File: src/hw/rtl/bcy_pkg.sv
`timescale 1ns / 1ps
// ----------------------------------------------------------------------------
// bcy_pkg
// Shared constants and types for the Bezier y-from-x evaluator.
// ----------------------------------------------------------------------------
package bcy_pkg;

    localparam int FRAC_BITS_DEF = 16;

    // Register indexes on the configuration port
    localparam logic [1:0] CFG_COEF_A   = 2'd0;
    localparam logic [1:0] CFG_COEF_B   = 2'd1;
    localparam logic [1:0] CFG_REVERSED = 2'd2;

    // Control that rides along with every pipeline beat
    typedef struct packed {
        logic vld;
        logic full;   // x saturated to one: t forced to one
    } bcy_tag_t;

endpackage

File: src/hw/rtl/bcy_cell.sv
`timescale 1ns / 1ps
// ----------------------------------------------------------------------------
// bcy_cell
// One bisection step: tries t with bit BIT set, keeps it when Bx(t) <= x.
// ----------------------------------------------------------------------------
module bcy_cell
#(
    parameter int F   = bcy_pkg::FRAC_BITS_DEF,
    parameter int BIT = 0
)
(
    input  logic                   clk,
    input  logic                   rst_n,
    input  logic                   en,
    input  logic signed [F+7:0]    c1,
    input  logic signed [F+7:0]    c2,
    input  logic signed [F+7:0]    c3,
    input  bcy_pkg::bcy_tag_t      tag_in,
    input  logic [F:0]             x_in,
    input  logic [F-1:0]           t_in,
    output bcy_pkg::bcy_tag_t      tag_out,
    output logic [F:0]             x_out,
    output logic [F-1:0]           t_out
);
    import bcy_pkg::*;

    localparam int CW = F + 8;
    localparam logic [F-1:0] BIT_MASK = {{(F-1){1'b0}}, 1'b1} << BIT;

    logic [F-1:0]           cand;
    logic signed [CW+F:0]   p1_next;
    logic signed [CW+1:0]   h1;
    logic signed [CW+F+2:0] p2_next;
    logic signed [CW+3:0]   h2;
    logic signed [CW+F+4:0] p3_next;
    logic signed [CW+4:0]   bx;
    logic                   keep;

    bcy_tag_t               tag1_reg, tag2_reg, tag3_reg, tag4_reg;
    logic [F:0]             x1_reg, x2_reg, x3_reg, x4_reg;
    logic [F-1:0]           t1_reg, t2_reg, t3_reg, t4_reg;
    logic [F-1:0]           cand1_reg, cand2_reg, cand3_reg;
    logic signed [CW+F:0]   p1_reg;
    logic signed [CW+F+2:0] p2_reg;
    logic signed [CW+F+4:0] p3_reg;

    // Horner evaluation, one multiply per stage; arithmetic shift is floor
    assign cand    = t_in | BIT_MASK;
    assign p1_next = c3 * $signed({1'b0, cand});
    assign h1      = (CW+2)'(p1_reg >>> F) + (CW+2)'(c2);
    assign p2_next = h1 * $signed({1'b0, cand1_reg});
    assign h2      = (CW+4)'(p2_reg >>> F) + (CW+4)'(c1);
    assign p3_next = h2 * $signed({1'b0, cand2_reg});
    assign bx      = (CW+5)'(p3_reg >>> F);
    assign keep    = bx <= $signed((CW+5)'(x3_reg));

    always_ff @(posedge clk or negedge rst_n)
    begin
        if (!rst_n)
        begin
            tag1_reg <= '0;
            tag2_reg <= '0;
            tag3_reg <= '0;
            tag4_reg <= '0;
        end
        else if (en)
        begin
            tag1_reg <= tag_in;
            tag2_reg <= tag1_reg;
            tag3_reg <= tag2_reg;
            tag4_reg <= tag3_reg;
        end
    end

    always_ff @(posedge clk)
    begin
        if (en)
        begin
            x1_reg    <= x_in;
            t1_reg    <= t_in;
            cand1_reg <= cand;
            p1_reg    <= p1_next;
            x2_reg    <= x1_reg;
            t2_reg    <= t1_reg;
            cand2_reg <= cand1_reg;
            p2_reg    <= p2_next;
            x3_reg    <= x2_reg;
            t3_reg    <= t2_reg;
            cand3_reg <= cand2_reg;
            p3_reg    <= p3_next;
            x4_reg    <= x3_reg;
            t4_reg    <= keep ? cand3_reg : t3_reg;
        end
    end

    assign tag_out = tag4_reg;
    assign x_out   = x4_reg;
    assign t_out   = t4_reg;

endmodule

File: config.mk
export PLATFORM = sky130hd
export DESIGN_NAME = bcy_cell
export DESIGN_NICKNAME = d
export VERILOG_FILES = /design/src/hw/rtl/bcy_pkg.sv /design/src/hw/rtl/bcy_cell.sv
export SDC_FILE = /design/constraint.sdc
export NUM_CORES = 2
export LEC_CHECK = 0
export CORE_MARGIN = 5
export CORE_UTILIZATION = 62
export CTS_CLUSTER_SIZE = 8
export DETAILED_ROUTE_END_ITERATION = 8
export DONT_BUFFER_PORTS = 1
export PLACE_DENSITY = 0.77
export SLEW_MARGIN = 10
export SYNTH_ARGS = -nofsm -noshare
export SYNTH_HDL_FRONTEND = slang
export SYNTH_SLANG_ARGS = --single-unit
File: constraint.sdc
create_clock -name clk -period 11.3 [get_ports clk]
set_clock_uncertainty 0.2 [all_clocks]
set_input_delay 0.565 -clock clk [delete_from_list [all_inputs] [get_ports clk]]
set_output_delay 0.565 -clock clk [all_outputs]
set_load 0.1 [all_outputs]
==> impl_metrics.yaml <==
min_path:
  whs_endpoint: "p2_reg[18]"
  hold_class: "input pin to flip-flop"
  min_path_cells: 0
  worstHoldStart: "en"
logic_synthesis:
  postSynthAreaPerCell_sq_um: 9.87
  ys_ff_latch: 221
  synthMostInstantiatedCell: "inv_1"
  synth-edff-count: 213
  seq_area_frac_synth: 0.125
  netlist_top_cells_area: "fa_1 46%, edfxtp_1 12%, inv_1 9.6%"
  synth_top_area_cell: "fa_1"
  yosysWarnings: 0
  synth_area_sq_um: 52600
  async_flop_share: 0.0362
  synthDistinctLibCells: 80
  synth_nets: 7032
  syn_inst: 5333
  synth_top_area_share: 0.461
  ys.flop_type: "edfxtp_1"
  synthTopCellsByCount: "1,352 x inv_1, 1,211 x fa_1, 618 x nand2_1"
routing:
  drc_errors: 0
  dr.pass1.iters: 6
  via_count: 35977
  wl_met2_mm: 63.5
  via_per_inst: 5.62
  drt_iter0_drc: 2348
  routedLengthMet1_mm: 47.1
  totalWireLength_mm: 126
  highest_layer: "met5"
  ant_nets: 0
  met3WireLength_mm: 9.63
  wire_per_inst_microns: 19.6
cells_and_area:
  largest_reg_flops: 29
  nets: 6953
  layout.cells.non_filler: 6407
  synthToLayoutAreaGrowth_pct: 4.69
  drive_gt1_frac: 0.0298
placement:
  dp_hpwl_mm: 96.5
  place.gp.congestion: 0.935
  pre_cts_ws_ns: 1.26
  placement.io_buffers: 0
  dp_cells: 6312
setup_path:
  reg2reg_to: "p3_reg[42]"
  worst-endpoint-arrival_ns: 9.94
  worstSetupPathDepth: 32
  crit_required_ns: 11.38
  slowest_stage: "o311ai_0"
  r2r_slack_ns: 1.44
  rr_startpoint: "p2_reg[16]"
  path_max_fanout: 9
  worst-path-buf-inv: 6
  crit_family: "compound AO/OA/AOI/OAI gates"
  worstSetupPathType: "flip-flop to flip-flop"
  cp-end-kind: "flip-flop"
  crit_top_cell: "fa_1"
  critPathLaunchType: "flip-flop"
  ff2ff_path_depth: 32
  max_stage_delay_ns: 0.64
grt:
  grt_pass1_vias: 39983
  grt_first_pass_wirelength_mm: 208
  grt.total_usage: 0.290
  overflow: 0
  antenna_found_initial: 10
  grt_max_degree: 174
die:
  start_util: 0.627
  die_h_microns: 301
  chipWidth_microns: 301
  core_sq_um: 84000
  die_area_sq_um: 90800
  ios: 145
  core.rowCount: 106
timing:
  fin_ws_ns: 1.44
  setup_viol: 0
  worst_pin_slew_ns: 1.27
  hold_viol: 0
  period_share: 0.872
  setup_tns_ns: 0
  finalCriticalPeriod_ns: 9.86
  fmax_ghz: 0.101
  rsz0062_at_grt: "no"
  final-max-slew-violation-count: 0
  maxSlewHeadroom: 0.151
cts:
  clock_latency_ns: 0.55
  htreeDepth: 2
  clockBufferDepth: 3
  path_clk_slew_ns: 0.04
  cts_tree: "done"
  cts-root-buf: "clkbuf_16"
  cts.sinks: 221
  cts_buffers: 35
flow_run:
  cap_viol_max_count: 0
status:
  status: "finished, final reports clean"
[worst max path at each step]
stage                     slack [ns]         end       start
after floorplan                 2.80  p3_reg[42]       c1[0]
final                           1.44  p3_reg[42]  p2_reg[16]
after global routing            0.88  p3_reg[44]  p2_reg[16]
after CTS                       1.46  p3_reg[42]  p2_reg[16]
after detailed placement        1.26  p3_reg[42]       c1[0]
after global placement          1.50  p3_reg[42]       c1[0]
[logic make-up (layout without fill, tap and decap cells)]
group / count (synthesis) / after routing / share of synthesized area
fa+ha+maj: 1589 / 1589 / 0.550
buf+inv: 1572 / 1504 / 0.113
simple gates: 1428 / 1428 / 0.137
compound gates: 381 / 381 / 0.0502
flops: 221 / 221 / 0.125
xor+xnor: 134 / 134 / 0.0224
mux: 8 / 8 / 0.00171
other cells: 0 / 8 / 0
[stage by stage]
step | area, sq um | utilization | hold slack (ns)
after floorplan | 52600 | - | 0.0694
after global placement | 53700 | 0.640 | 0.0696
after detailed placement | 53700 | 0.640 | 0.0696
after CTS | 55100 | 0.656 | 0.0257
after global routing | 55100 | 0.656 | 0.0461
final | 55100 | 0.656 | 0.116
[metal layers]
metal | vias to the layer above | global-route usage
met5 | - | 0
met4 | 2 | 0.109
met3 | 397 | 0.0497
met2 | 1501 | 0.509
met1 | 18377 | 0.362
li1 | 15700 | -
[cell usage in the layout, fill, tap and decap left out, types with 7 or more instances in the layout]
master,netlist,final
and2_1,513,513
o21a_1,17,17
edfxtp_1,213,213
inv_1,1352,1352
o31ai_1,20,20
nor3b_1,11,11
o31a_1,18,18
dlygate4sd3_1,0,38
fa_1,1211,1211
a31oi_1,9,9
and3_1,47,47
a21oi_1,98,98
or3_1,7,7
diode_2,0,8
nand2b_1,20,20
nor2b_1,27,27
o211ai_1,11,11
xnor2_1,94,88
dfrtp_1,8,8
a211oi_1,18,18
ha_1,378,378
o21bai_1,18,18
buf_4,5,65
a21o_1,59,59
mux2_2,8,8
xnor2_2,1,7
clkbuf_16,0,35
xor2_1,39,36
o21ai_0,46,46
nand2_1,618,618
nor3_1,21,20
nor2_1,72,72
nand3_1,51,51
nand4_1,15,15
[repair_timing]
action,in CTS,in global routing
hold endpoints to repair,70,0
setup buffers,0,0
resized for setup,0,0
hold buffers,39,0
[final cells by class]
| type | count | area, sq um |
|---|---|---|
| clock buffers | 41 | 898 |
| multi-input cells | 3540 | 40200 |
| diodes | 8 | 20.0 |
| clock inverters | 7 | 55.1 |
| flip-flops and latches | 221 | 6600 |
| well taps | 1134 | 1420 |
| repair buffers | 104 | 888 |
| inverters | 1352 | 5070 |
| fillers | 6587 | 28800 |
Power is left out: the tool's default activity adds up to more than one toggle a clock period on the data nets, which glitch-free logic cannot reach.
