<file path="config.mk">
export PLATFORM = sky130hd
export DESIGN_NAME = bcy_poly
export DESIGN_NICKNAME = d
export VERILOG_FILES = /design/src/hw/rtl/bcy_pkg.sv /design/src/hw/rtl/bcy_poly.sv
export SDC_FILE = /design/constraint.sdc
export NUM_CORES = 2
export LEC_CHECK = 0
export ABC_CLOCK_PERIOD_IN_PS = 19400
export BUFFER_PORTS_ARGS = -buffer_cell sky130_fd_sc_hd__buf_2
export CORE_ASPECT_RATIO = 0.5
export CORE_MARGIN = 2
export CORE_UTILIZATION = 40
export DETAILED_ROUTE_END_ITERATION = 8
export GPL_ROUTABILITY_DRIVEN = 0
export SYNTH_ARGS = -nofsm -noshare
export SYNTH_HDL_FRONTEND = slang
export SYNTH_SLANG_ARGS = --single-unit
</file>
<file path="constraint.sdc">
create_clock -name clk -period 19.4 [get_ports clk]
set_input_delay 1.94 -clock clk [delete_from_list [all_inputs] [get_ports clk]]
set_output_delay 1.94 -clock clk [all_outputs]
set_load 0.05 [all_outputs]
</file>
<file path="src/hw/rtl/bcy_pkg.sv">
`timescale 1ns / 1ps
// ----------------------------------------------------------------------------
// bcy_pkg
// Shared constants and types for the Bezier y-from-x evaluator.
// ----------------------------------------------------------------------------
package bcy_pkg;

    localparam int FRAC_BITS_DEF = 16;

    // Register indexes on the configuration port
    localparam logic [1:0] CFG_COEF_A   = 2'd0;
    localparam logic [1:0] CFG_COEF_B   = 2'd1;
    localparam logic [1:0] CFG_REVERSED = 2'd2;

    // Control that rides along with every pipeline beat
    typedef struct packed {
        logic vld;
        logic full;   // x saturated to one: t forced to one
    } bcy_tag_t;

endpackage

</file>
<file path="src/hw/rtl/bcy_poly.sv">
`timescale 1ns / 1ps
// ----------------------------------------------------------------------------
// bcy_poly
// Ordinate y = 3t^2 - 2t^3 rounded, optional mirror 2x - y, output register.
// ----------------------------------------------------------------------------
module bcy_poly
#(
    parameter int F = bcy_pkg::FRAC_BITS_DEF
)
(
    input  logic                clk,
    input  logic                rst_n,
    input  logic                en,
    input  logic                rev,
    input  bcy_pkg::bcy_tag_t   tag_in,
    input  logic [F:0]          x_in,
    input  logic [F-1:0]        t_in,
    output logic                vld_out,
    output logic signed [F+2:0] y_out,
    output logic [F:0]          t_out
);
    import bcy_pkg::*;

    localparam logic [F:0]     ONE       = {1'b1, {F{1'b0}}};
    localparam logic [F+2:0]   THREE_ONE = (F+3)'(3) << F;
    localparam logic [3*F+4:0] RND       = (3*F+5)'(1) << (2*F-1);

    logic [F:0]           t_full;
    logic [3*F+4:0]       rnd_sum;
    logic signed [F+2:0]  mirror;

    logic [3:0]           vld_reg;
    logic [F:0]           x1_reg, x2_reg, x3_reg, x4_reg;
    logic [F:0]           t1_reg, t2_reg, t3_reg, t4_reg;
    logic [2*F+1:0]       sq_reg;
    logic [F+2:0]         w_reg;
    logic [3*F+4:0]       prod_reg;
    logic signed [F+2:0]  y_reg;
    logic signed [F+2:0]  yo_reg;
    logic                 vo_reg;

    assign t_full  = tag_in.full ? ONE : {1'b0, t_in};
    assign rnd_sum = prod_reg + RND;
    assign mirror  = $signed((F+3)'({x4_reg, 1'b0})) - y_reg;

    always_ff @(posedge clk or negedge rst_n)
    begin
        if (!rst_n)
        begin
            vld_reg <= '0;
            vo_reg  <= 1'b0;
        end
        else if (en)
        begin
            vld_reg <= {vld_reg[2:0], tag_in.vld};
            vo_reg  <= vld_reg[3];
        end
    end

    always_ff @(posedge clk)
    begin
        if (en)
        begin
            x1_reg   <= x_in;
            t1_reg   <= t_full;
            x2_reg   <= x1_reg;
            t2_reg   <= t1_reg;
            sq_reg   <= t1_reg * t1_reg;
            w_reg    <= THREE_ONE - (F+3)'({t1_reg, 1'b0});
            x3_reg   <= x2_reg;
            t3_reg   <= t2_reg;
            prod_reg <= sq_reg * w_reg;
            x4_reg   <= x3_reg;
            t4_reg   <= t3_reg;
            y_reg    <= $signed(rnd_sum[3*F+2:2*F]);
            yo_reg   <= rev ? mirror : y_reg;
            t_out    <= t4_reg;
        end
    end

    assign vld_out = vo_reg;
    assign y_out   = yo_reg;

endmodule

</file>
==> out/metrics.yaml <==
timing.final.max_slew_violations: 0
achievable-frequency_mhz: 137
worst_slew_pin_slew_ps: 1040
worst_hold_path_type: "register to register"
detailedPlacementHpwl_mm: 61.4
clock_tree.buffer_depth: 3
synth-edff-count: 260
syn_inst: 3572
fraction_of_the_yosys_area_taken_by_sequential_cells_pct: 21.9
cp_max_fo: 21
cp_data_arrival_time_ps: 7610
clk-insertion-delay-late_ps: 600
synthToLayoutAreaGrowth_pct: 7.24
dieWidth_um: 430
layoutNonFillerInstCount: 4803
shortest_period_the_worst_path_allows_ps: 7280
pin_count_of_the_biggest_net_entering_global_routing: 167
rrSetupSlack_ps: 12120
numClockSinks: 265
dpl.cell_count: 4751
grt_pass1_vias: 25800
dr.first_iter.drc_count: 1398
final.period_utilization_pct: 37.5
drcViolationCount: 0
largest_register_ffs: 32
clock_edge_transition_at_the_registers_on_the_reported_setup_and_hold_paths_ps: 70
timing.final.hold_violations: 0
crit_path_required_time_ps: 19730
final_net_count: 4587
total_of_max_cap_violations: 0
unrepaired_setup_endpoints_after_global_routing: "false"
final_core_util_pct: 43.1
post_cts_resized: 0
antenna_left: 0
firstDrtPassIters: 5
grt_pass1_wl_mm: 136
postSynth.asyncResetShare_pct: 1.89
die-area_mm2: 0.0932
synthesis.nets: 4578
whs_path_depth: 0
status: "finished clean"
insertedDiodeCount: 0
post_cts.repair.setup_buffers: 0
wl_per_cell_um: 17.2
cts-hold-fix-buffers: 0
post_route_cells_drive_above_1_share_pct: 4.72
drt-total-wl_mm: 82.8
mapped_area_mm2: 0.0363
initial_antenna_violation_count: 1
ys_seq_elements: 265
cts_root_buffer: "sky130_fd_sc_hd__clkbuf_16"
slew_headroom_pct: 30.4
vias: 23700
global_route.overflow_total: 0
fp-row-count: 78
placeableCoreArea_mm2: 0.0903
viasPerCell: 4.94
finalClockSkew_ps: 26.9
die-height_um: 217
synth.yosys.warnings: 0
cp-start-kind: "register"
synth.avg_cell_area_um2: 10.2
final_total_negative_setup_slack_ps: 0
total_routing_resource_utilization_after_global_routing_pct: 18.3
synth-main-ff-cell: "sky130_fd_sc_hd__edfxtp_1"
cts_tree: "yes"
place.port_buffers: 75
initial_core_util_pct: 40.2
boundaryPins: 76
cts_buffers: 28
setup_viol: 0
cells_on_worst_reg2reg_path: 20
htree_num_levels: 1
synth.distinct_cells: 61
cp-end-kind: "register"
timing_worst_setup_path_type: "register to register"
-- Yosys cell counts, types with 3 or more instances --
master,instances,area share [%]
sky130_fd_sc_hd__a21boi_0,3,0.062
sky130_fd_sc_hd__mux2i_1,8,0.22
sky130_fd_sc_hd__ha_1,281,9.7
sky130_fd_sc_hd__nor4_1,4,0.069
sky130_fd_sc_hd__xor2_1,33,0.80
sky130_fd_sc_hd__o211ai_1,5,0.10
sky130_fd_sc_hd__xnor2_1,73,1.8
sky130_fd_sc_hd__nor3_1,24,0.33
sky130_fd_sc_hd__and3_1,18,0.31
sky130_fd_sc_hd__or3_1,8,0.14
sky130_fd_sc_hd__clkbuf_1,128,1.3
sky130_fd_sc_hd__mux2_2,6,0.19
sky130_fd_sc_hd__o21ai_0,36,0.50
sky130_fd_sc_hd__nand3_1,22,0.30
sky130_fd_sc_hd__o21ai_1,5,0.069
sky130_fd_sc_hd__o21a_1,12,0.25
sky130_fd_sc_hd__a31oi_1,6,0.10
sky130_fd_sc_hd__o2111ai_1,3,0.072
sky130_fd_sc_hd__nor2_1,75,0.78
sky130_fd_sc_hd__a211oi_1,7,0.14
sky130_fd_sc_hd__and2_1,296,5.1
sky130_fd_sc_hd__a21o_1,37,0.77
sky130_fd_sc_hd__a311oi_1,4,0.097
sky130_fd_sc_hd__nand2_1,471,4.9
sky130_fd_sc_hd__nand4_1,12,0.21
sky130_fd_sc_hd__o21bai_1,9,0.19
sky130_fd_sc_hd__edfxtp_1,260,22
sky130_fd_sc_hd__nand3b_1,3,0.062
sky130_fd_sc_hd__a21oi_1,67,0.92
sky130_fd_sc_hd__o22ai_1,3,0.052
sky130_fd_sc_hd__nor2b_1,30,0.52
sky130_fd_sc_hd__a211o_1,4,0.097
sky130_fd_sc_hd__or2_2,3,0.052
sky130_fd_sc_hd__fa_1,686,38
sky130_fd_sc_hd__dfrtp_1,5,0.35
sky130_fd_sc_hd__or4_1,3,0.062
sky130_fd_sc_hd__inv_1,890,9.2
sky130_fd_sc_hd__nand2b_1,5,0.086
-- stage by stage --
step / hold slack [ps] / area, um2 / setup slack [ps]
detailed placement: 405 / 37900 / 12190
floorplan: 400 / 36300 / 12880
global placement: 400 / 37900 / 12300
global route: 421 / 38900 / 11870
finish: 415 / 38900 / 12120
CTS: 418 / 38900 / 12170
-- layer usage --
metal  vias up  share of wire [%]  global-route usage, %
met5         -                  0                      0
met4         0                1.7                   3.57
met3        89                6.8                   3.06
met2       653                 46                   29.9
met1     12200                 45                   25.8
li1      10800                  -                      -
-- logic make-up (layout without fill, tap and decap cells) --
group	after synthesis	count (layout)	synth area share [%]
mux	14	14	0.407
xor+xnor	106	106	2.56
fa+ha+maj	967	967	47.6
simple gates	979	979	13.0
buf+inv	1019	1050	10.5
flops	265	265	21.9
compound gates	222	222	4.03
-- cell type report --
type | instances | area (um2)
fill | 8542 | 51400
inverter | 891 | 3340
clock inverter | 21 | 234
sequential | 265 | 7930
multi-input combinational | 2288 | 24500
tap | 1200 | 1500
clock buffer | 31 | 733
timing repair buffer | 107 | 638
-- critical path: stages, from the launching register on --
cell                       delay (ps)
sky130_fd_sc_hd__edfxtp_1        1030
sky130_fd_sc_hd__buf_4            350
sky130_fd_sc_hd__nand2_1          100
sky130_fd_sc_hd__fa_1             560
sky130_fd_sc_hd__inv_1             50
sky130_fd_sc_hd__fa_1             480
sky130_fd_sc_hd__fa_1             570
sky130_fd_sc_hd__fa_1             440
sky130_fd_sc_hd__fa_1             520
sky130_fd_sc_hd__inv_1             50
sky130_fd_sc_hd__fa_1             480
sky130_fd_sc_hd__inv_1             40
sky130_fd_sc_hd__ha_1             350
sky130_fd_sc_hd__a21o_1           240
sky130_fd_sc_hd__a21o_1           180
sky130_fd_sc_hd__a21o_1           200
sky130_fd_sc_hd__a221o_1          360
sky130_fd_sc_hd__a221o_1          400
sky130_fd_sc_hd__a31oi_4          240
sky130_fd_sc_hd__o21ai_2           70
sky130_fd_sc_hd__o311a_1          290
-- layout by cell type (no fill, tap or decap), types with 6 or more instances in the layout --
cell type / count
sky130_fd_sc_hd__nand4_1: 12
sky130_fd_sc_hd__xor2_1: 33
sky130_fd_sc_hd__a21oi_1: 67
sky130_fd_sc_hd__mux2i_1: 8
sky130_fd_sc_hd__a21o_1: 37
sky130_fd_sc_hd__nand2_1: 471
sky130_fd_sc_hd__mux2_2: 6
sky130_fd_sc_hd__clkbuf_16: 29
sky130_fd_sc_hd__o21ai_0: 36
sky130_fd_sc_hd__o21bai_1: 9
sky130_fd_sc_hd__xnor2_1: 73
sky130_fd_sc_hd__nor3_1: 24
sky130_fd_sc_hd__and2_1: 296
sky130_fd_sc_hd__a211oi_1: 7
sky130_fd_sc_hd__edfxtp_1: 260
sky130_fd_sc_hd__nor2_1: 75
sky130_fd_sc_hd__buf_4: 31
sky130_fd_sc_hd__o21a_1: 12
sky130_fd_sc_hd__inv_1: 890
sky130_fd_sc_hd__buf_2: 74
sky130_fd_sc_hd__clkinv_1: 6
sky130_fd_sc_hd__fa_1: 686
sky130_fd_sc_hd__ha_1: 281
sky130_fd_sc_hd__and3_1: 18
sky130_fd_sc_hd__or3_1: 8
sky130_fd_sc_hd__nor2b_1: 30
sky130_fd_sc_hd__nand3_1: 22
sky130_fd_sc_hd__a31oi_1: 6
-- final timing paths --
| check | from | to |
|---|---|---|
| max | w_reg[10] | prod_reg[48] |
| min | x2_reg[1] | x3_reg[1] |
| max reg2reg | w_reg[10] | prod_reg[48] |
| min reg2reg | x2_reg[1] | x3_reg[1] |
| max in group asynchronous | rst_n | vld_reg[1] |
| min in group asynchronous | rst_n | vld_reg[0] |
Power is left out: the tool's default activity adds up to more than one toggle a clock period on the data nets, which glitch-free logic cannot reach.
